<file path="config.mk">
export PLATFORM = sky130hd
export DESIGN_NAME = wto_queue
export DESIGN_NICKNAME = d
export VERILOG_FILES = /design/src/rtl/core/wto_pkg.sv /design/src/rtl/core/wto_queue.sv
export SDC_FILE = /design/constraint.sdc
export NUM_CORES = 1
export LEC_CHECK = 0
export BUFFER_PORTS_ARGS = -buffer_cell sky130_fd_sc_hd__clkbuf_2
export CORE_MARGIN = 8
export CORE_UTILIZATION = 28
export CTS_CLUSTER_SIZE = 16
export DETAILED_ROUTE_END_ITERATION = 7
export PLACE_DENSITY = 0.54
export SYNTH_ARGS = -nofsm -noshare
export SYNTH_HDL_FRONTEND = slang
export SYNTH_SLANG_ARGS = --single-unit
</file>
<file path="constraint.sdc">
create_clock -name clk -period 2.3 [get_ports clk]
set_input_delay 0.115 -clock clk [delete_from_list [all_inputs] [get_ports clk]]
set_output_delay 0.115 -clock clk [all_outputs]
set_load 0.02 [all_outputs]
</file>
<file path="src/rtl/core/wto_pkg.sv">
// ----------------------------------------------------------------------------
// wto_pkg
// Shared types and constants of the wavetable oscillator.
// ----------------------------------------------------------------------------
package wto_pkg;

    localparam logic [1:0] OP_WRITE = 2'd0;
    localparam logic [1:0] OP_NOTE  = 2'd1;
    localparam logic [1:0] OP_TICK  = 2'd2;

    localparam int CFG_IW = 2;
    localparam logic [CFG_IW-1:0] REG_LENGTH = 2'd0;
    localparam logic [CFG_IW-1:0] REG_INTERP = 2'd1;
    localparam logic [CFG_IW-1:0] REG_GAIN   = 2'd2;

    localparam int LENGTH_W = 9;
    localparam int GAIN_W   = 24;
    localparam int INDEX_W  = 8;
    localparam int VALUE_W  = 16;
    localparam int STEP_W   = 24;
    localparam int SAMPLE_W = 16;
    localparam int CFG_DW   = 24;

    localparam logic [LENGTH_W-1:0] LENGTH_RESET = 9'd128;
    localparam logic [GAIN_W-1:0]   GAIN_RESET   = 24'd65536;
    localparam int LENGTH_MIN = 4;
    localparam int GAIN_FRAC  = 16;
    localparam int SAMPLE_MAX = 32767;
    localparam int SAMPLE_MIN = -32768;

    localparam int QDEPTH = 4;

    typedef enum logic [1:0] {
        CMD_WRITE = 2'd0,
        CMD_NOTE  = 2'd1,
        CMD_TICK  = 2'd2
    } cmd_kind_t;

    typedef struct packed {
        cmd_kind_t                  kind;
        logic [INDEX_W-1:0]         index;
        logic signed [VALUE_W-1:0]  value;
        logic [STEP_W-1:0]          step;
    } cmd_t;

    typedef struct packed {
        logic valid;
        cmd_t cmd;
    } cmd_slot_t;

    typedef struct packed {
        logic [LENGTH_W-1:0] length;
        logic                interp;
        logic [GAIN_W-1:0]   gain;
    } cfg_t;

    typedef enum logic [1:0] {
        ST_RUN = 2'b01,
        ST_MOD = 2'b10
    } back_state_t;

endpackage

</file>
<file path="src/rtl/core/wto_queue.sv">
// ----------------------------------------------------------------------------
// wto_queue
// Short command queue between the decode stage and the execution stage.
// ----------------------------------------------------------------------------
module wto_queue (
    input  logic                  clk,
    input  logic                  rst_n,
    input  wto_pkg::cmd_slot_t    push,
    output logic                  push_ready,
    output wto_pkg::cmd_slot_t    head,
    input  logic                  pop
);
    import wto_pkg::*;

    localparam int QAW = $clog2(QDEPTH);

    cmd_t             mem_reg [QDEPTH];
    logic [QAW-1:0]   wr_ptr_reg;
    logic [QAW-1:0]   rd_ptr_reg;
    logic [QAW:0]     count_reg;
    logic [QAW:0]     count_next;
    logic             do_push;
    logic             do_pop;

    assign push_ready = count_reg != (QAW+1)'(QDEPTH);
    assign do_push    = push.valid && push_ready;
    assign do_pop     = pop && (count_reg != '0);

    always_comb
    begin
        count_next = count_reg;
        if (do_push && !do_pop)
        begin
            count_next = count_reg + (QAW+1)'(1);
        end
        else if (do_pop && !do_push)
        begin
            count_next = count_reg - (QAW+1)'(1);
        end
    end

    always_ff @(posedge clk or negedge rst_n)
    begin
        if (!rst_n)
        begin
            wr_ptr_reg <= '0;
            rd_ptr_reg <= '0;
            count_reg  <= '0;
        end
        else
        begin
            if (do_push)
            begin
                wr_ptr_reg <= wr_ptr_reg + QAW'(1);
            end
            if (do_pop)
            begin
                rd_ptr_reg <= rd_ptr_reg + QAW'(1);
            end
            count_reg <= count_next;
        end
    end

    always_ff @(posedge clk)
    begin
        if (do_push)
        begin
            mem_reg[wr_ptr_reg] <= push.cmd;
        end
    end

    assign head.valid = count_reg != '0;
    assign head.cmd   = mem_reg[rd_ptr_reg];

endmodule

</file>
# [Yosys cells after proc, flatten, opt, wreduce, memory -nomap -nowiden]
# Memories as Yosys holds them, arrays and structs flattened.
# Cells that the tools add are included.
[op_classes] n_addsub=4 n_eq_ne=1 mux=4 n_reduce_logical=8
[op_table] op="two-way mux 3 bit" count=2
[op_table] op="adder 2 x 1 -> 2 bit, second input constant" count=2
[op_table] op="logical AND 1 bit" count=4
[op_table] op="adder 3 x 1 -> 3 bit, second input constant" count=1
[op_table] op="!= test 3 bit, second input constant" count=1
[op_table] op="nonzero test 3 bit" count=1
[op_table] op="subtractor 3 x 1 -> 3 bit, second input constant" count=1
[op_table] op="zero test 1 bit" count=2
[op_table] op="two-way mux 1 bit" count=2
[op_table] op="nonzero test 2 bit" count=1
[totals] ff_bits=7 ram_bits=200 n_memories=1
[memory_table] memory="mem_reg" words=4 word_bits=50 read_ports=1 rd_ports_with_merged_regs=0 write_ports=1 line="wto_queue.sv:17" source="cmd_t mem_reg [QDEPTH];"

# [Logic depth before layout (Yosys ltp)]
# Gate-level depths: netlist of the first run.
[logic_depth] word_depth=6 depth_mapped=8 mapped_depth_nobuf=8

# [Worst setup path after synthesis of the first run]
# No wires, ideal clock.
[synth_path] path_kind="reg2reg" from="register count_reg[0]" to="memory mem_reg[2][0] (netlist bit) (enable)" setup_time_ps=413 arrival_time_ps=1967 t_required_ps=1887 slack_ps=-80 path_stages_with_launch=4 path_buffers=0 cell_sequence="dfrtp_1 -> nor2_1 -> a21boi_2 -> and2_1"
[synth_via] elab_chain_len=4
[synth_rtl] item="start, declared" line="wto_queue.sv:20" source="logic [QAW:0] count_reg;"
[synth_rtl] item="start signal, assigned" line="wto_queue.sv:60" source="count_reg <= count_next;"
[synth_rtl] item="!= test 3 bit" line="wto_queue.sv:25" source="assign push_ready = count_reg != (QAW+1)'(QDEPTH);"
[synth_rtl] item="logical AND 1 bit" line="wto_queue.sv:26" source="assign do_push = push.valid && push_ready;"
[synth_rtl] item="net do_push" line="wto_queue.sv:22" source="logic do_push;"
[synth_rtl] item="two-way mux 1 bit" line="wto_queue.sv:66" source="if (do_push)"
[synth_rtl] item="two-way mux 1 bit (not written as such)" line="wto_queue.sv:68" source="mem_reg[wr_ptr_reg] <= push.cmd;"
[synth_rtl] item="end, declared" line="wto_queue.sv:17"
# The timed path passes the listed nets, and every way through them passes these cells.

==> qor.txt, run 1 <==
========================================================================================
Outcome ...................................................................    completed
Layout filler cell count ..................................................         2454
Worst-case clock buffer depth .............................................            3
Antenna violations before repair ..........................................            0
Worst setup SP type .......................................................         flop
Series of cell instances along the critical path .......................... buf_12, mux4_1, clkbuf_2
Number of flip-flops under the largest register name ......................          200
Worst R2R End ............................................................. count_reg[2]
Setup Buffers After CTS ...................................................            0
Initial core utilization ..................................................        28.5%
Clock transition at the registers of the reported paths ...................        60 ps
Cell area after synthesis .................................................     7690 um2
Overall die width .........................................................       182 um
Total number of placement rows ............................................           60
DPL Wire Length ...........................................................      9090 um
I/O pin count .............................................................          106
DP Cell Count .............................................................          742
PwrDens ...................................................................  1290 nW/um2
Kind of critical path .....................................................      reg2out
Critical path peak fanout .................................................           27
Relative slew slack .......................................................        77.2%
Fraction of the yosys area taken by sequential cells ......................        80.4%
Cell depth of the worst min-delay path ....................................            3
Largest delay share family, worst path .................................... multiplexers
Hold path startpoint ......................................................     push[50]
CTS tree ..................................................................          yes
CP max stage delay ........................................................       610 ps
Area of the die ...........................................................    33000 um2
Buf+Inv Stages, Crit Path .................................................            2
Average cell area after synthesis .........................................     25.9 um2
Clock Tree Root ...........................................................    clkbuf_16
Non-filler cells in the finished layout ...................................          837
Post-placement worst setup slack ..........................................       186 ps
Number of optimization iterations in the first detailed-route pass ........            4
#FFs+latches synth ........................................................          207
Portion of the clock cycle consumed by the worst path in the final layout .        91.8%
Shortest period the worst path allows .....................................      2110 ps
Chip height ...............................................................       182 um
Setup repair after global routing missed its margin .......................           no
Type of element capturing the critical path ............................... primary output
Origin of the critical flop-to-flop path .................................. count_reg[1]
Hold buffer count at cts ..................................................           53
Number of vias per cell after detailed routing ............................         4.31
Clock skew after layout ...................................................      15.5 ps
Maximum ir drop on the vdd rail ...........................................     0.705 mV
Syn nets ..................................................................          357
Required time of the critical path ........................................      2180 ps
Detailed router's first-iteration violation count .........................          100
Wire length on met1 .......................................................      6120 um
Endpoint with the worst hold slack ........................................ wr_ptr_reg[0]
Routed length on met3 .....................................................       629 um
Grt total ovfl ............................................................            0
Worst R2R Setup Slack .....................................................       190 ps
Worst setup slack after layout ............................................       189 ps
Worst hold-check slack ....................................................      55.5 ps
Final Instance Area .......................................................     9920 um2
Port Buffer Count .........................................................          105
Maximum level of the CTS H-tree ...........................................            1
CTS Sinks .................................................................          207
Post-synthesis cell type count ............................................           20
Setup total negative slack ................................................         0 ps
Finish-stage setup viols ..................................................            0
Placeable Area ............................................................    27000 um2
DR DRC count ..............................................................            0
Final antenna-violating net count .........................................            0
Fraction of layout cells with a size suffix above 1 .......................        41.3%
Cell with the biggest individual delay on the critical path ...............       mux4_1
YS warnings ...............................................................            0
Cell type contributing the most total cell area after synthesis ...........     edfxtp_1
Met2 layer wire length in the routed design ...............................      8070 um
Wire length of the first global-routing pass ..............................     23900 um
Antenna cells .............................................................            0
Via Count .................................................................         3608
Number of global-route vias before repair .................................         4198
Weighted congestion reported at the end of routability-driven placement ...        0.638
Average wire per cell in the routed design ................................      18.2 um
Transition time of the tightest slew-check pin ............................       341 ps
Final Slew Violations .....................................................            0
Uppermost layer routed ....................................................         met4
Biggest area contributors in the synthesized netlist ...................... edfxtp_1 78%, mux4_2 14%, dfrtp_1 2.3%
Class of the tightest hold or removal check ...............................       in2reg
Overall routed net length .................................................     15300 um
Static leakage ............................................................      3.45 nW
Placed Area ...............................................................     8680 um2
Final Hold Violating Endpoints ............................................            0
Endpoint arrival time on the critical path ................................      2000 ps
Gates resized, CTS repair .................................................            0
TritonCTS buffer count ....................................................           23
Post-Syn Instances ........................................................          297
Fraction of post-synthesis cell area in the top cell type by area .........        78.1%
Cells on worst reg2reg path ...............................................            8
Clk Latency, worst-skew pair ..............................................       510 ps
Final nets ................................................................          539
Area Growth Syn to Fin ....................................................        29.1%
Pin count of the biggest net entering global routing ......................           52
Achievable clock frequency ................................................      474 MHz
Tot GR Track Use ..........................................................        9.29%
Post-route core utilization ...............................................        36.8%
Max-capacitance violation count ...........................................            0
Total power after layout ..................................................      12.8 mW
========================================================================================
==> final cells by class <==
cell class                      count  area (um2)  area share (%)
Sequential cell                   207        6190            62.4
Multi-Input combinational cell     75        1360            13.7
Clock inverter                     15         121            1.22
Inverter                            3        11.3           0.114
Clock buffer                       27         591            5.95
Timing Repair Buffer              169        1230            12.4
Tap cell                          341         427            4.30
==> report_power, final <==
group	switching (mW)	leakage (nW)	total, mW	internal [mW]
logic	2.43	1.18	4.15	1.73
registers	0.193	1.91	5.19	5.00
clock network	1.37	0.354	3.42	2.05
total	3.99	3.45	12.8	8.77
==> worst max-delay path by stage <==
stage	slack (ps)	from	cells after the start	endpoint
floorplan	210	count_reg[1]	8	count_reg[2]
global placement	270	count_reg[1]	8	count_reg[2]
detailed placement	190	count_reg[1]	8	count_reg[2]
CTS	120	rd_ptr_reg[0]	3	head[46]
global route	30	count_reg[1]	8	count_reg[2]
finish	190	rd_ptr_reg[0]	3	head[45]
==> layer usage <==
metal,vias to the layer above,track usage (%)
met5,-,0
li1,1635,-
met3,31,2.20
met4,0,3.05
met2,80,17.0
met1,1862,10.5
==> logic make-up after synthesis <==
kind of cell	after synthesis	synth area share, %
flip-flops	207	80.4
adder cells (fa/ha/maj)	6	1.07
multiplexers	52	15.0
XOR/XNOR	6	0.684
buffers and inverters	15	1.97
AND/OR/NAND/NOR	10	0.667
AO/OA/AOI/OAI	1	0.146
==> cells in the final DEF (no fill, tap or decap), types with 5 or more instances in the layout <==
cell type	netlist	final
buf_12	5	7
clkbuf_16	0	23
clkbuf_2	0	105
clkinv_1	0	6
clkinv_2	0	6
dfrtp_1	7	5
dlygate4sd3_1	0	53
edfxtp_1	200	200
ha_1	5	5
mux4_2	48	48
==> worst min-delay path: cells and delay by family <==
kind,cells,cell delay [ps]
buffers and inverters,1,80
xor gates and xnor gates,1,130
AOI/OAI and AO/OA,1,190
==> Yosys cell counts <==
cell type and count:
ha_1 5, and2_1 4, or3_1 1, clkbuf_1 1, fa_1 1, xor2_1 2, mux4_2 48, mux2_2 2
buf_6 1, buf_12 5, a21boi_2 1, mux4_1 2, nand3_1 1, buf_2 5, inv_1 3, nand2_1 2
edfxtp_1 200, xnor2_1 4, dfrtp_1 7, nor2_1 2
Note: power is estimated with default switching activity, not from simulation.
==> inputs of run 2 (changes only) <==
--- a/config.mk
+++ b/config.mk
@@ -7,10 +7,10 @@
 export LEC_CHECK = 0
 export BUFFER_PORTS_ARGS = -buffer_cell sky130_fd_sc_hd__clkbuf_2
 export CORE_MARGIN = 8
-export CORE_UTILIZATION = 28
+export CORE_UTILIZATION = 51
 export CTS_CLUSTER_SIZE = 16
 export DETAILED_ROUTE_END_ITERATION = 7
-export PLACE_DENSITY = 0.54
+export PLACE_DENSITY = 0.83
 export SYNTH_ARGS = -nofsm -noshare
 export SYNTH_HDL_FRONTEND = slang
 export SYNTH_SLANG_ARGS = --single-unit
==> qor.txt, run 2 (synthesis gave the netlist of run 1 again) <==
========================================================================================
Finish-stage setup viols ..................................................            0
Worst-case clock buffer depth .............................................            3
CTS tree ..................................................................          yes
Relative slew slack .......................................................        67.4%
Shortest period the worst path allows .....................................      2160 ps
Post-route core utilization ...............................................        64.3%
Clock transition at the registers of the reported paths ...................        60 ps
DPL Wire Length ...........................................................      8450 um
Internal power ............................................................      8.57 mW
Most frequent cells in the layout ......................................... 200 x edfxtp_1, 105 x clkbuf_2, 53 x dlygate4sd3_1
Average wire per cell in the routed design ................................      20.1 um
Required time of the critical path ........................................      2690 ps
Grt total ovfl ............................................................            0
P_sw ......................................................................      3.79 mW
Clk Latency, worst-skew pair ..............................................       470 ps
Number of optimization iterations in the first detailed-route pass ........            4
Total power after layout ..................................................      12.4 mW
TritonCTS buffer count ....................................................           21
Worst R2R Setup Slack .....................................................       140 ps
Setup total negative slack ................................................         0 ps
Cell with the biggest individual delay on the critical path ...............        or3_1
Number of vias per cell after detailed routing ............................         5.30
Switching portion of total power ..........................................        30.6%
Placeable Area ............................................................    15000 um2
Critical path peak fanout .................................................            4
Post-placement worst setup slack ..........................................       171 ps
Area Growth Syn to Fin ....................................................        25.3%
Largest delay share family, worst path .................................... simple AND/OR/NAND/NOR gates
I/O pin count .............................................................          106
Class of the tightest hold or removal check ...............................       in2reg
Static leakage ............................................................      3.40 nW
Total number of placement rows ............................................           45
Port Buffer Count .........................................................          105
Area of the die ...........................................................    19300 um2
Sequential fraction of design power .......................................        42.3%
Overall die width .........................................................       139 um
Maximum level of the CTS H-tree ...........................................            1
Kind of critical path .....................................................      reg2reg
Tot GR Track Use ..........................................................        14.4%
Final Hold Violating Endpoints ............................................            0
Final antenna-violating net count .........................................            0
DR DRC count ..............................................................            0
Worst setup slack after layout ............................................       140 ps
Weighted congestion reported at the end of routability-driven placement ...        0.708
Clock skew after layout ...................................................      3.77 ps
Transition time of the tightest slew-check pin ............................       490 ps
Most frequent standard cell in the layout excluding fill and tap cells ....     edfxtp_1
Type of element capturing the critical path ...............................         flop
Fraction of layout cells with a size suffix above 1 .......................        41.2%
Series of cell instances along the critical path .......................... or3_1, nand2_1, ha_1, inv_1, fa_1, xor2_1, nor2_1, xor2_1
Portion of the clock cycle consumed by the worst path in the final layout .        93.9%
Antenna violations before repair ..........................................            1
Final nets ................................................................          542
Achievable clock frequency ................................................      463 MHz
Worst setup SP type .......................................................         flop
CTS Sinks .................................................................          207
Initial core utilization ..................................................        51.3%
PwrDens ...................................................................  1280 nW/um2
Number of global-route vias before repair .................................         4101
Most repeated library cell on the critical path ...........................       xor2_1
Maximum ir drop on the vdd rail ...........................................     0.815 mV
Number of flip-flops under the largest register name ......................          200
Buf+Inv Stages, Crit Path .................................................            1
Final Slew Violations .....................................................            0
Via Count .................................................................         3626
Endpoint arrival time on the critical path ................................      2550 ps
Max-capacitance violation count ...........................................            0
Detailed router's first-iteration violation count .........................          153
Clock Tree Root ...........................................................    clkbuf_16
Relative contribution of the clock network to total power .................        25.1%
Pin count of the biggest net entering global routing ......................           33
CP max stage delay ........................................................       450 ps
Gate power share ..........................................................        32.7%
Chip height ...............................................................       139 um
Wire length of the first global-routing pass ..............................     21800 um
Overall routed net length .................................................     13700 um
Outcome ...................................................................    completed
Gates resized, CTS repair .................................................            0
========================================================================================
run 2: changes by cell type in the layout (fill, tap and decap cells not counted):
cell        before  now
clkbuf_16       23   21
clkinv_2         6    1
diode_2          0    1
clkbuf_8         0    2
inv_6            1    0
bufinv_16        2    1
clkbuf_1         4    9
clkinv_1         6    1
buf_4            4   14
clkinvlp_4       0    1
buf_12           7    2
run 2: final timing paths:
kind                              start       endpoint  cells after the start
max                        count_reg[1]   count_reg[2]                      8
min                            push[50]  wr_ptr_reg[0]                      3
max reg2reg                count_reg[1]   count_reg[2]                      8
min reg2reg                count_reg[2]   count_reg[2]                      1
max in group asynchronous         rst_n  rd_ptr_reg[0]                      3
min in group asynchronous         rst_n   count_reg[1]                      3
run 2: repair_timing:
action                                  4_1_cts  5_1_grt
setup buffers                                 0        3
endpoints found under the setup margin        0        6
hold buffers                                 53        0
hold endpoints to repair                    209        0
run 2: power by group through the flow:
stage	clock [mW]	combinational, mW	sequential (mW)
after floorplan	0	2.94	5.20
after global placement	0	3.91	5.30
after detailed placement	0	3.98	5.36
after CTS	3.19	4.06	5.28
after global routing	3.32	4.34	5.29
final	3.10	4.04	5.22
run 2: final cells by class:
cell class / count / area, um2
clock inverter: 4 / 46.3
fill: 1018 / 5350
tap: 188 / 235
antenna: 1 / 2.50
clock buffer: 32 / 587
timing repair buffer: 174 / 1200
inverter: 3 / 11.3
multi-input combinational: 75 / 1360
sequential: 207 / 6190
run 2: per-stage QoR:
step,cell area [um2],hold slack [ps],cells
CTS,9600,74.1,680
global placement,8440,-37.9,591
floorplan,7690,-181,297
global route,9630,102,684
finish,9630,103,684
detailed placement,8440,-36.6,591
run 2: worst register-to-register path: stages (launching register included):
cell and delay [ps]:
dfrtp_1 420, or3_1 450, nand2_1 140, ha_1 200, inv_1 70, fa_1 370
xor2_1 160, nor2_1 120, xor2_1 160
run 2: routing by layer:
layer | GRT usage, % | vias to the layer above | share of wire, %
met5 | 0 | - | 0
met4 | 3.76 | 0 | 1.2
met1 | 17.2 | 1862 | 42
met2 | 25.4 | 106 | 52
met3 | 3.75 | 17 | 5.4
li1 | - | 1641 | -
