[src/rtl/core/wto_pkg.sv]
// ----------------------------------------------------------------------------
// wto_pkg
// Shared types and constants of the wavetable oscillator.
// ----------------------------------------------------------------------------
package wto_pkg;

    localparam logic [1:0] OP_WRITE = 2'd0;
    localparam logic [1:0] OP_NOTE  = 2'd1;
    localparam logic [1:0] OP_TICK  = 2'd2;

    localparam int CFG_IW = 2;
    localparam logic [CFG_IW-1:0] REG_LENGTH = 2'd0;
    localparam logic [CFG_IW-1:0] REG_INTERP = 2'd1;
    localparam logic [CFG_IW-1:0] REG_GAIN   = 2'd2;

    localparam int LENGTH_W = 9;
    localparam int GAIN_W   = 24;
    localparam int INDEX_W  = 8;
    localparam int VALUE_W  = 16;
    localparam int STEP_W   = 24;
    localparam int SAMPLE_W = 16;
    localparam int CFG_DW   = 24;

    localparam logic [LENGTH_W-1:0] LENGTH_RESET = 9'd128;
    localparam logic [GAIN_W-1:0]   GAIN_RESET   = 24'd65536;
    localparam int LENGTH_MIN = 4;
    localparam int GAIN_FRAC  = 16;
    localparam int SAMPLE_MAX = 32767;
    localparam int SAMPLE_MIN = -32768;

    localparam int QDEPTH = 4;

    typedef enum logic [1:0] {
        CMD_WRITE = 2'd0,
        CMD_NOTE  = 2'd1,
        CMD_TICK  = 2'd2
    } cmd_kind_t;

    typedef struct packed {
        cmd_kind_t                  kind;
        logic [INDEX_W-1:0]         index;
        logic signed [VALUE_W-1:0]  value;
        logic [STEP_W-1:0]          step;
    } cmd_t;

    typedef struct packed {
        logic valid;
        cmd_t cmd;
    } cmd_slot_t;

    typedef struct packed {
        logic [LENGTH_W-1:0] length;
        logic                interp;
        logic [GAIN_W-1:0]   gain;
    } cfg_t;

    typedef enum logic [1:0] {
        ST_RUN = 2'b01,
        ST_MOD = 2'b10
    } back_state_t;

endpackage

[src/rtl/core/wto_front.sv]
// ----------------------------------------------------------------------------
// wto_front
// Input stage: takes beats, decodes them into commands and drops the ones
// that have no effect.
// ----------------------------------------------------------------------------
module wto_front #(
    parameter int TABLE_DEPTH = 256
) (
    input  logic                  clk,
    input  logic                  rst_n,
    input  logic                  in_valid,
    output logic                  in_ready,
    input  logic [47:0]           in_data,
    input  logic [1:0]            in_user,
    output wto_pkg::cmd_slot_t    push,
    input  logic                  push_ready
);
    import wto_pkg::*;

    logic       slot_valid_reg;
    cmd_t       cmd_reg;
    cmd_t       cmd_dec;
    logic       keep;
    logic       in_range;
    logic       accept;

    assign in_range = {24'd0, in_data[7:0]} < 32'(TABLE_DEPTH);
    assign in_ready = !slot_valid_reg || push_ready;
    assign accept   = in_valid && in_ready;

    always_comb
    begin
        cmd_dec.index = in_data[7:0];
        cmd_dec.value = $signed(in_data[23:8]);
        cmd_dec.step  = in_data[47:24];
        case (in_user)
            OP_WRITE:
            begin
                cmd_dec.kind = CMD_WRITE;
                keep         = in_range;
            end
            OP_NOTE:
            begin
                cmd_dec.kind = CMD_NOTE;
                keep         = 1'b1;
            end
            OP_TICK:
            begin
                cmd_dec.kind = CMD_TICK;
                keep         = 1'b1;
            end
            default:
            begin
                cmd_dec.kind = CMD_NOTE;
                keep         = 1'b0;
            end
        endcase
    end

    always_ff @(posedge clk or negedge rst_n)
    begin
        if (!rst_n)
        begin
            slot_valid_reg <= 1'b0;
        end
        else if (accept)
        begin
            slot_valid_reg <= keep;
        end
        else if (push_ready)
        begin
            slot_valid_reg <= 1'b0;
        end
    end

    always_ff @(posedge clk)
    begin
        if (accept)
        begin
            cmd_reg <= cmd_dec;
        end
    end

    assign push.valid = slot_valid_reg;
    assign push.cmd   = cmd_reg;

endmodule

[config.mk]
export PLATFORM = sky130hd
export DESIGN_NAME = wto_front
export DESIGN_NICKNAME = d
export VERILOG_FILES = /design/src/rtl/core/wto_pkg.sv /design/src/rtl/core/wto_front.sv
export SDC_FILE = /design/constraint.sdc
export NUM_CORES = 1
export LEC_CHECK = 0
export BUFFER_PORTS_ARGS = -buffer_cell sky130_fd_sc_hd__buf_2
export CORE_MARGIN = 3
export CORE_UTILIZATION = 35
export CTS_CLUSTER_DIAMETER = 150
export DETAILED_ROUTE_END_ITERATION = 10
export PLACE_DENSITY_LB_ADDON = 0.2
export SETUP_SLACK_MARGIN = 0.02
export SYNTH_ARGS = -nofsm -noshare
export SYNTH_HDL_FRONTEND = slang
export SYNTH_SLANG_ARGS = --single-unit
export TNS_END_PERCENT = 50
[constraint.sdc]
create_clock -name clk -period 2.8 [get_ports clk]
set_clock_uncertainty 0.1 [all_clocks]
set_input_delay 0.28 -clock clk [delete_from_list [all_inputs] [get_ports clk]]
set_output_delay 0.28 -clock clk [all_outputs]
set_load 0.005 [all_outputs]
# Word-level counts from Yosys, hierarchy flattened
# Index checks and enable logic that the tools add are counted.
# op_classes
n_mux	4
eq_ne	2
n_reduce_logical	6
# op_table
operator	n
2-bit case mux with 2 select lines	1
1-bit two-way mux	3
3-bit OR reduction	1
2-bit by 1-bit == test with 1-bit output, second input constant	1
2-bit == test, second input constant	1
2-bit logical NOT	1
2-bit nonzero test	1
1-bit logical AND	1
1-bit logical NOT	1
1-bit logical OR	1
# totals
inputBits	54
wordCells	17
ff_bits	51
output_inout_bits	52

# Logic depth before layout (Yosys ltp)
# Gate-level depths: netlist (run 1).
# depth
depth_word	4
mapped_depth	2
ltp_nobuf	2

# Worst setup path after synthesis (run 1)
# OpenSTA, ideal clock, no wires.
# synth_path
kind	register to register
start	reg slot_valid_reg
end	reg cmd_reg (netlist bit push[0]) (enable)
path_buffers	0
setup_slack_ns	1.404
setup_ns	0.370
path_stages_with_launch	3
arrival_ns	0.926
cell_sequence	dfrtp_1 > nand2b_4 > and2_4
# synth_between
elab_chain_len	3
# synth_lines
item	line	text
start: declaration	wto_front.sv:20	logic slot_valid_reg;
start signal: assignment	wto_front.sv:68	slot_valid_reg <= keep;
1-bit logical NOT	wto_front.sv:28	assign in_ready = !slot_valid_reg || push_ready;
1-bit logical OR	wto_front.sv:28	
net in_ready	wto_front.sv:12	output logic in_ready,
1-bit logical AND	wto_front.sv:29	assign accept = in_valid && in_ready;
net accept	wto_front.sv:25	logic accept;
end signal: assignment	wto_front.sv:80	cmd_reg <= cmd_dec;
end: declaration	wto_front.sv:21	cmd_t cmd_reg;
# The timed path passes the listed nets, and every way through them passes these cells.
# A chain may end at the register's enable or synchronous reset.

# Final worst setup path (run 1)
# layout_path
start	reg slot_valid_reg
end	reg cmd_reg (netlist bit push[0]) (enable)
# layout_between
elab_chain_len	3
# layout_lines
item	line
1-bit logical NOT	wto_front.sv:28
1-bit logical OR	wto_front.sv:28
1-bit logical AND	wto_front.sv:29
net accept	wto_front.sv:25
# The timed path passes the listed nets, and every way through them passes these cells.

==> Flow_metrics.wiki, run 1 <==
{| class="wikitable"
! Metric !! Value
|-
| TritonRoute pass-1 iters || 4
|-
| Leakage power || 0.981 nW
|-
| Overall die width || 73.2 um
|-
| Setup TNS Final || 0 ns
|-
| Vias in the first global route || 980
|-
| CTS root buf || sky130_fd_sc_hd__clkbuf_8
|-
| Net count, final || 223
|-
| Die span in y || around 73 um
|-
| Worst EP required || between 2 and 3 ns
|-
| Number of buffers created by CTS || 5
|-
| RSZ-0062 raised after global routing || no
|-
| Hold Worst Slack || 0.0523 ns
|-
| Clock period minus final worst setup slack || 1.54 ns
|-
| Pin slew with the least headroom to its limit || 0.618 ns
|-
| Peak Freq || 0.649 GHz
|-
| Vias per std cell || 4.25
|-
| Post-CTS clock slew at the launch and capture registers of the worst setup and hold paths || about 0.090 ns
|-
| Place WS || around 1.3 ns
|-
| Number of rows in the core area || 23
|-
| Basic-gate share of the synthesized area counting and, or, nand and nor cells || 2.06%
|-
| All-Layer GR Usage || 12.3%
|-
| Most frequent standard cell in the layout excluding fill and tap cells || sky130_fd_sc_hd__buf_2
|-
| Share of synthesized area occupied by flip-flops and latches || roughly 97%
|-
| Max VDD drop || 340 uV
|-
| Vias after detailed routing || 936
|-
| Sort of element at the start of the critical path || flip-flop
|-
| Post-synthesis mux area share || 0%
|-
| Wire length of the first global-routing pass || 4800 um
|-
| Number of flip-flops under the largest register name || 50
|-
| Fraction of final layout cells sized beyond drive strength 1 || between 60% and 70%
|-
| Cell Area, Synth || 1580 um2
|-
| Initial antenna violation count || 0
|-
| Postcts setup bufs || 0
|-
| Post-synthesis compound-gate area fraction || 0.633%
|-
| Port-buffer cells || about 110
|-
| Most used cells in the layout excluding fill and tap cells || sky130_fd_sc_hd__buf_2, sky130_fd_sc_hd__edfxtp_1, sky130_fd_sc_hd__clkbuf_8
|-
| Resized Gates After CTS || 0
|-
| Mapped Avg Cell Area || 27.2 um2
|-
| Cell count after synthesis || 58
|-
| Part of the cycle the worst path needs || 55.0%
|-
| I/O pin count || 106
|-
| Number of synthesized register bits || 51
|-
| Worst-Skew Late Latency || between 0.2 and 0.3 ns
|-
| Count of endpoints failing hold in the final timing report || 0
|-
| Max-capacitance violation count || 0
|-
| Unique cell type count in the Yosys netlist || 9
|-
| Pin count of the biggest net entering global routing || 51
|-
| Number of sinks driven by the clock tree || between 50 and 60
|-
| Synth Area in Adders || 0%
|-
| Routability congestion estimate from global placement || 0.681
|-
| Crit path arrival time || 1.37 ns
|-
| Combinational family with the most area after synthesis || simple AND/OR/NAND/NOR gates
|-
| Capturing element type of the critical path || flip-flop
|-
| Slack of the critical path || 1.26 ns
|-
| Post-route ant nets || 0
|-
| Xor/xnor share of the synthesized area || 0%
|-
| Aggregate routed wire length || about 3300 um
|-
| Starting DRT DRC Count || 38
|-
| Max-slew violations || 0
|-
| CTS H-Tree Depth || 2
|-
| Detailed-route DRC error count || 0
|-
| # placed instances || 211
|-
| Number of warnings issued by yosys || 0
|-
| Core ar. || 4170 um2
|-
| Relative slew margins || between 50% and 60%
|-
| Crit path max fanout || 50
|-
| Grt total ovfl || 0
|-
| Antenna diode instance count || 0
|-
| Starting Density || 37.9%
|-
| Clock tree from TritonCTS || yes
|-
| Maximum buffer depth of the clock tree || 2
|-
| Final std cells w/o fill || 220
|-
| Synth Net Count || 112
|-
| Status || completed
|-
| Die Area || 5360 um2
|-
| Average wire per cell in the routed design || 14.9 um
|-
| Layout overhead on the synthesized area || 42.4%
|-
| Type of the setup path with the least slack || flip-flop to flip-flop
|-
| Class of the tightest hold or removal check || input pin to flip-flop
|-
| Count of final setup violators || 0
|-
| Power per Cell Area || 627 nW/um2
|}
-- synth_stat cells --
library cell	number	share of area, %
sky130_fd_sc_hd__a21bo_1	1	0.63
sky130_fd_sc_hd__buf_4	1	0.48
sky130_fd_sc_hd__nor2b_1	1	0.40
sky130_fd_sc_hd__clkbuf_1	1	0.24
sky130_fd_sc_hd__and2_4	1	0.55
sky130_fd_sc_hd__nand2_1	1	0.24
sky130_fd_sc_hd__edfxtp_1	50	95
sky130_fd_sc_hd__nand2b_4	1	0.87
sky130_fd_sc_hd__dfrtp_1	1	1.6
-- logic make-up (layout without fill, tap and decap cells) --
group,Yosys count,after routing
AOI/OAI and AO/OA,1,1
DFF,51,51
and+or+nand+nor,4,4
buffers and inverters,2,114
-- per-layer routing --
| metal | track usage (%) | share of wire (%) | vias up |
|---|---|---|---|
| met5 | 0 | 0 | - |
| met4 | 4.30 | 0.31 | 0 |
| met3 | 6.61 | 12 | 2 |
| met2 | 21.6 | 57 | 50 |
| met1 | 12.1 | 31 | 438 |
| li1 | - | - | 446 |
-- worst paths after layout --
kind                       depth (start not counted)      startpoint             end  slack [ns]
min                                                1     in_data[46]        push[22]        0.05
max                                                2  slot_valid_reg         push[0]        1.26
min in group asynchronous                          2           rst_n  slot_valid_reg        0.17
max reg2reg                                        2  slot_valid_reg         push[0]        1.26
min reg2reg                                        2  slot_valid_reg  slot_valid_reg        0.46
max in group asynchronous                          2           rst_n  slot_valid_reg        2.34
-- layout make-up --
class | count | area, um2
Clock buffer | 5 | 68.8
Clock inverter | 3 | 15.0
Fill cell | 363 | 1920
Multi-Input combinational cell | 5 | 42.5
Sequential cell | 51 | 1530
Tap cell | 50 | 62.6
Timing Repair Buffer | 106 | 536
-- repair_timing --
action                                  4_1_cts  5_1_grt
hold buffers                                  1        0
hold endpoints to repair                      1        0
endpoints found under the setup margin        0        0
-- critical path, cell delays in order (launching register included) --
cell,delay (ns)
sky130_fd_sc_hd__dfrtp_1,0.42
sky130_fd_sc_hd__nand2b_4,0.09
sky130_fd_sc_hd__and2_4,0.55
-- where the power goes --
group | internal [mW] | switching [mW] | leakage, nW
registers | 0.893 | 0.0107 | 0.490
logic | 0.0579 | 0.0539 | 0.443
clock network | 0.171 | 0.224 | 0.0477
total | 1.12 | 0.288 | 0.981
-- through the flow --
step,util (%),instance area [um2],power (mW)
global placement,51.7,2160,1.03
global route,53.9,2250,1.48
floorplan,-,1580,0.951
finish,53.9,2250,1.41
detailed placement,51.7,2160,1.04
CTS,53.9,2250,1.43
Note: power is estimated with default switching activity, not from simulation.
==> run 2, diff against run 1 <==
==> constraint.sdc (replaced) <==
create_clock -name clk -period 1.3 [get_ports clk]
set_clock_uncertainty 0.1 [all_clocks]
set_input_delay 0.13 -clock clk [delete_from_list [all_inputs] [get_ports clk]]
set_output_delay 0.13 -clock clk [all_outputs]
set_load 0.005 [all_outputs]
==> Flow_metrics.wiki, run 2 (synthesis results as in run 1) <==
{| class="wikitable"
! Metric !! Value
|-
| Status || completed
|-
| Max VDD drop || 811 uV (+140%)
|-
| RSZ-0062 raised after global routing || yes
|-
| Most used cells in the layout excluding fill and tap cells || sky130_fd_sc_hd__buf_2, sky130_fd_sc_hd__dlygate4sd3_1, sky130_fd_sc_hd__edfxtp_1
|-
| Launch point of the worst path || slot_valid_reg
|-
| Number of rows in the core area || 23 (unchanged)
|-
| Average wire per cell in the routed design || 14.3 um (-3.8%)
|-
| Crit path max fanout || 21 (-58%)
|-
| Part of the power in registers || 60.3% (-3.8 points)
|-
| Net count, final || 276 (+24%)
|-
| Worst EP required || 1.21 ns (-1.42 ns)
|-
| Peak Freq || 0.804 GHz (+24%)
|-
| All-Layer GR Usage || 15.1% (+2.8 points)
|-
| Clock tree from TritonCTS || yes
|-
| I/O pin count || 106 (unchanged)
|-
| # placed instances || 213 (+0.95%)
|-
| Place WS || 0.0497 ns (-1.21 ns)
|-
| CTS H-Tree Depth || 2 (unchanged)
|-
| Starting Density || 37.9% (unchanged)
|-
| Footprint of the multi-input gates || 42.5 um2 (unchanged)
|-
| Final std cells w/o fill || 273 (+24%)
|-
| Pin slew with the least headroom to its limit || 0.121 ns (-0.497 ns)
|-
| Sort of element at the start of the critical path || flip-flop
|-
| Vias after detailed routing || 1142 (+22%)
|-
| Part of the cycle the worst path needs || 95.6% (+41 points)
|-
| Wire length of the first global-routing pass || 5870 um (+22%)
|-
| Hold Path Origin || push_ready
|-
| Number of buffers created by CTS || 5 (unchanged)
|-
| Vias in the first global route || 1251 (+28%)
|-
| Antenna diode instance count || 0 (unchanged)
|-
| Type of the setup path with the least slack || flip-flop to flip-flop
|-
| Starting DRT DRC Count || 94 (+150%)
|-
| Layout overhead on the synthesized area || 78.5%
|-
| Grt total ovfl || 0 (unchanged)
|-
| Area taken by flip-flops and latches || 1530 um2 (unchanged)
|-
| TritonRoute pass-1 iters || 4 (unchanged)
|-
| Count of endpoints failing hold in the final timing report || 0 (unchanged)
|-
| Detailed-route DRC error count || 0 (unchanged)
|-
| Part of the power in combinational logic || 12.3% (+4.4 points)
|-
| Routability congestion estimate from global placement || 0.692 (+1.7%)
|-
| Internal power || 2.55 mW (+130%)
|-
| Clock period minus final worst setup slack || 1.24 ns (-0.297 ns)
|-
| Die Area || 5360 um2 (unchanged)
|-
| Power per Cell Area || 1140 nW/um2 (+83%)
|-
| Relative slew margins || 91.9% (+33 points)
|-
| Number of sinks driven by the clock tree || 51 (unchanged)
|-
| Core ar. || 4170 um2 (unchanged)
|-
| Fillcell total || 292 (-20%)
|-
| Capturing element type of the critical path || flip-flop
|-
| CTS root buf || sky130_fd_sc_hd__clkbuf_8
|-
| Launching point of the worst reg2reg path || slot_valid_reg
|-
| Count of final setup violators || 0 (unchanged)
|-
| Pwr Total || 3.23 mW (+130%)
|-
| Initial antenna violation count || 0 (unchanged)
|-
| Crit path arrival time || 1.15 ns (-0.22 ns)
|-
| Die span in y || 73.2 um (unchanged)
|-
| Max-slew violations || 0 (unchanged)
|-
| Worst R2R Setup Slack || 0.06 ns (-1.20 ns)
|-
| Switching share of total power || 20.9% (+0.50 points)
|-
| Max-capacitance violation count || 0 (unchanged)
|-
| Clock power frac || 27.4% (-0.6 points)
|-
| # hold bufs at CTS || 51 (+50)
|-
| Leakage power || 1.22 nW (+24%)
|-
| Slack of the critical path || 0.0568 ns (-1.20 ns)
|-
| Port-buffer cells || 105 (unchanged)
|-
| Fraction of final layout cells sized beyond drive strength 1 || 52.9% (-15 points)
|-
| Maximum buffer depth of the clock tree || 2 (unchanged)
|-
| Overall die width || 73.2 um (unchanged)
|-
| Number of flip-flops under the largest register name || 50 (unchanged)
|-
| Power dissipated by switching net loads || 0.676 mW (+130%)
|-
| Post-CTS clock slew at the launch and capture registers of the worst setup and hold paths || 0.09 ns (about the same)
|-
| Worst-Skew Late Latency || 0.29 ns (about the same)
|-
| Postcts setup bufs || 0 (unchanged)
|-
| Class of the tightest hold or removal check || input pin to flip-flop
|-
| Most frequent standard cell in the layout excluding fill and tap cells || sky130_fd_sc_hd__buf_2
|-
| Pin count of the biggest net entering global routing || 30 (-41%)
|-
| Vias per std cell || 4.18 (-1.7%)
|-
| Post-route ant nets || 0 (unchanged)
|-
| Aggregate routed wire length || 3900 um (+19%)
|}
run 2: cell count changes in the layout (fill, tap and decap cells not counted):
cell                            previous run  this run
sky130_fd_sc_hd__buf_12                    0         2
sky130_fd_sc_hd__dlygate4sd3_1             1        51
sky130_fd_sc_hd__inv_6                     0         1
sky130_fd_sc_hd__clkbuf_16                 0         1
sky130_fd_sc_hd__clkinv_2                  3         2
run 2: timing repair:
| item | 4_1_cts | 5_1_grt |
|---|---|---|
| resized for setup | 0 | 0 |
| hold endpoints to repair | 51 | 1 |
| setup endpoints to repair | 0 | 15 |
run 2: metal layers:
metal,GRT usage [%],share of wire [%],vias up
met5,0,0,-
met4,4.92,1.2,0
met3,6.20,12,5
met2,26.4,50,75
met1,16.4,36,508
li1,-,-,554
run 2: path summary, 6_finish.rpt:
kind	end	cells past startpoint
max in group asynchronous	slot_valid_reg	2
min in group asynchronous	slot_valid_reg	2
min	slot_valid_reg	3
max reg2reg	push[1]	3
max	push[1]	3
min reg2reg	slot_valid_reg	2
run 2: power by group through the flow:
stage / Sequential, mW / Clock, mW / Combinational [mW]
after global routing: 1.96 / 1.00 / 0.430
after global placement: 1.98 / 0 / 0.257
after detailed placement: 1.98 / 0 / 0.267
after floorplan: 2.00 / 0 / 0.0483
final: 1.95 / 0.885 / 0.396
after CTS: 1.95 / 0.915 / 0.386
run 2: critical path, stage by stage (launching register included):
cell and delay (ns):
sky130_fd_sc_hd__dfrtp_1 0.41, sky130_fd_sc_hd__nand2b_4 0.08, sky130_fd_sc_hd__and2_4 0.18, sky130_fd_sc_hd__buf_12 0.17
run 2: layout make-up:
class,instances,share of cell area (%)
Clock buffer,5,2.44
Clock inverter,3,0.665
Multi-Input combinational cell,5,1.51
Sequential cell,51,54.1
Tap cell,50,2.22
Timing Repair Buffer,159,39.0
run 2: metrics by stage:
stage               hold slack [ns]  TNS [ns]  instance area (um2)  utilization [%]
finish                      0.00687         0                 2820             67.6
global route               -0.00344         0                 2820             67.6
CTS                        -0.00978         0                 2800             67.0
detailed placement           -0.190         0                 2200             52.7
global placement             -0.195         0                 2200             52.7
floorplan                    -0.266     -4.61                 1580                -
==> run 3, diff against run 2 <==
--- a/config.mk
+++ b/config.mk
@@ -10,6 +10,7 @@
 export CORE_UTILIZATION = 35
 export CTS_CLUSTER_DIAMETER = 150
 export DETAILED_ROUTE_END_ITERATION = 10
+export GPL_TIMING_DRIVEN = 0
 export PLACE_DENSITY_LB_ADDON = 0.2
 export SETUP_SLACK_MARGIN = 0.02
 export SYNTH_ARGS = -nofsm -noshare
==> constraint.sdc (replaced) <==
create_clock -name clk -period 1.3 [get_ports clk]
set_clock_uncertainty 0.1 [all_clocks]
set_input_delay 0 -clock clk [delete_from_list [all_inputs] [get_ports clk]]
set_output_delay 0 -clock clk [all_outputs]
set_load 0.005 [all_outputs]
==> Flow_metrics.wiki, run 3 (synthesis results as in run 1) <==
{| class="wikitable"
! Metric !! Value
|-
| Number of buffers created by CTS || 5 (unchanged)
|-
| Hold Path Origin || in_data[1]
|-
| Leakage power || 1.21 nW (-0.55%)
|-
| Starting DRT DRC Count || 48 (-49%)
|-
| Average wire per cell in the routed design || 15.1 um (+5.3%)
|-
| Pin slew with the least headroom to its limit || 0.198 ns (+0.0770 ns)
|-
| All-Layer GR Usage || 15.8% (+0.73 points)
|-
| # placed instances || 213 (unchanged)
|-
| Family with the most delay on the worst path || flip-flops
|-
| Number of flip-flops under the largest register name || 50 (unchanged)
|-
| Relative slew margins || 86.8% (-5.1 points)
|-
| Area taken by flip-flops and latches || 1530 um2 (unchanged)
|-
| Part of the cycle the worst path needs || 94.0% (-1.7 points)
|-
| Core ar. || 4170 um2 (unchanged)
|-
| Capturing element type of the critical path || flip-flop
|-
| Status || completed
|-
| Routability congestion estimate from global placement || 0.636 (-8.1%)
|-
| Initial antenna violation count || 0 (unchanged)
|-
| Sum of buffers and inverters on the critical path || 0 (-1)
|-
| Max-slew violations || 0 (unchanged)
|-
| Net count, final || 281 (+1.8%)
|-
| Pin count of the biggest net entering global routing || 26 (-13%)
|-
| Standard cell with the maximum stage delay on the critical path || sky130_fd_sc_hd__dfrtp_1
|-
| RSZ-0062 raised after global routing || no
|-
| Clock period minus final worst setup slack || 1.22 ns (-0.0217 ns)
|-
| CTS H-Tree Depth || 2 (unchanged)
|-
| Post-route ant nets || 0 (unchanged)
|-
| Worst EP required || 1.19 ns (-0.02 ns)
|-
| Footprint of the multi-input gates || 68.8 um2 (+62%)
|-
| Die span in y || 73.2 um (unchanged)
|-
| Worst R2R End || push[16]
|-
| Vias after detailed routing || 1191 (+4.3%)
|-
| Fillcell total || 283 (-3.1%)
|-
| Number of sinks driven by the clock tree || 51 (unchanged)
|-
| Count of endpoints failing hold in the final timing report || 0 (unchanged)
|-
| Worst R2R Setup Slack || 0.08 ns (+0.02 ns)
|-
| Worst Hold Endpoint || push[41]
|-
| Number of rows in the core area || 23 (unchanged)
|-
| Maximum buffer depth of the clock tree || 2 (unchanged)
|-
| Overall die width || 73.2 um (unchanged)
|-
| Vias in the first global route || 1275 (+1.9%)
|-
| Port-buffer cells || 105 (unchanged)
|-
| CTS root buf || sky130_fd_sc_hd__clkbuf_8
|-
| Count of final setup violators || 0 (unchanged)
|-
| Starting Density || 37.9% (unchanged)
|-
| Most frequent standard cell in the layout excluding fill and tap cells || sky130_fd_sc_hd__buf_2
|-
| Peak Freq || 0.819 GHz (+1.8%)
|-
| Number of cells on the worst reg-to-reg path || 2 (-1)
|-
| Cell-by-cell listing of the critical path || nand2b_4 > and2_4
|-
| Worst hold stages || 2 (-1)
|-
| Post-Place Cell Area || 2170 um2 (-1.3%)
|-
| End-of-flow core utilization || 67.6% (about the same)
|-
| Launching point of the worst reg2reg path || slot_valid_reg
|-
| Antenna diode instance count || 0 (unchanged)
|-
| Max-capacitance violation count || 0 (unchanged)
|-
| Final std cells w/o fill || 278 (+1.8%)
|-
| Post-CTS clock slew at the launch and capture registers of the worst setup and hold paths || 0.08 ns (about the same)
|-
| Place WS || -0.236 ns (-0.286 ns)
|-
| Delay of the slowest critical-path stage || 0.42 ns (about the same)
|-
| Slack of the critical path || 0.0785 ns (+0.0217 ns)
|-
| Aggregate routed wire length || 4180 um (+7.3%)
|-
| Max VDD drop || 845 uV (+4.2%)
|-
| Wire length of the first global-routing pass || 6070 um (+3.5%)
|-
| Crit path arrival time || 1.11 ns (-0.04 ns)
|-
| TritonRoute pass-1 iters || 3 (-1)
|-
| Power per Cell Area || 1130 nW/um2 (-1.4%)
|-
| Sort of element at the start of the critical path || flip-flop
|-
| Type of the setup path with the least slack || flip-flop to flip-flop
|-
| Postcts setup bufs || 0 (unchanged)
|-
| Clock tree from TritonCTS || yes
|-
| Cell area after layout || 2820 um2 (about the same)
|-
| Class of the tightest hold or removal check || input pin to flip-flop
|-
| Layout overhead on the synthesized area || 78.4% (about the same)
|-
| Crit path max fanout || 13 (-38%)
|-
| Worst-Skew Late Latency || 0.29 ns (about the same)
|-
| I/O pin count || 106 (unchanged)
|-
| Fraction of final layout cells sized beyond drive strength 1 || 51.3% (-1.6 points)
|-
| Most used cells in the layout excluding fill and tap cells || sky130_fd_sc_hd__buf_2, sky130_fd_sc_hd__dlygate4sd3_1, sky130_fd_sc_hd__edfxtp_1
|-
| Vias per std cell || 4.28 (+2.4%)
|-
| Grt total ovfl || 0 (unchanged)
|-
| Detailed-route DRC error count || 0 (unchanged)
|-
| Die Area || 5360 um2 (unchanged)
|}
run 3: cell types whose count changed in the layout (fill, tap and decap cells not counted), sizes merged:
| cell | before | now |
|---|---|---|
| inv | 1 | 0 |
| and2 | 1 | 4 |
| buf | 107 | 106 |
| clkinvlp | 0 | 1 |
| dlygate4sd3 | 51 | 54 |
run 3: worst max-delay path by stage:
stage,startpoint,to,slack [ns],cells past startpoint
4_1_cts,slot_valid_reg,push[12],-0.03,2
3_3_place_gp,slot_valid_reg,push[17],-0.18,2
5_1_grt,slot_valid_reg,push[18],0.02,2
6_report,slot_valid_reg,push[16],0.08,2
2_1_floorplan,slot_valid_reg,push[0],-0.09,2
3_5_place_dp,slot_valid_reg,push[17],-0.24,2
run 3: metal layers:
layer | GRT usage (%) | up-vias | share of wire (%)
met4 | 4.92 | 0 | 0.45
met3 | 5.92 | 2 | 10
met1 | 17.8 | 552 | 38
met5 | 0 | - | 0
li1 | - | 566 | -
met2 | 27.6 | 71 | 52
run 3: metrics by stage:
stage          power, mW  hold slack, ns  setup TNS [ns]
2_1_floorplan       2.05          -0.396           -4.61
3_3_place_gp        2.22          -0.324           -8.98
3_5_place_dp        2.23          -0.323          -11.69
4_1_cts             3.21           0.298          -0.951
5_1_grt             3.33           0.298               0
6_report            3.18           0.315               0
run 3: timing repair:
item,4_1_cts,5_1_grt
setup endpoints to repair,50,37
hold buffers,54,0
endpoints found under the hold margin,52,0
gates resized for setup,1,2
cloned,2,1
run 3: layout make-up:
cell class | count | area share (%)
repair buffers | 159 | 37.8
well taps | 50 | 2.22
clock buffers | 5 | 2.44
multi-input cells | 8 | 2.44
clock inverters | 3 | 0.533
plain buffers | 2 | 0.399
flip-flops and latches | 51 | 54.1
run 3: power breakdown:
group | switching, mW | internal (mW)
logic | 0.152 | 0.242
clock network | 0.476 | 0.366
registers | 0.0238 | 1.92
run 3: worst register-to-register path: stages (launching register included):
cell	delay, ns
sky130_fd_sc_hd__dfrtp_1	0.42
sky130_fd_sc_hd__nand2b_4	0.12
sky130_fd_sc_hd__and2_4	0.28
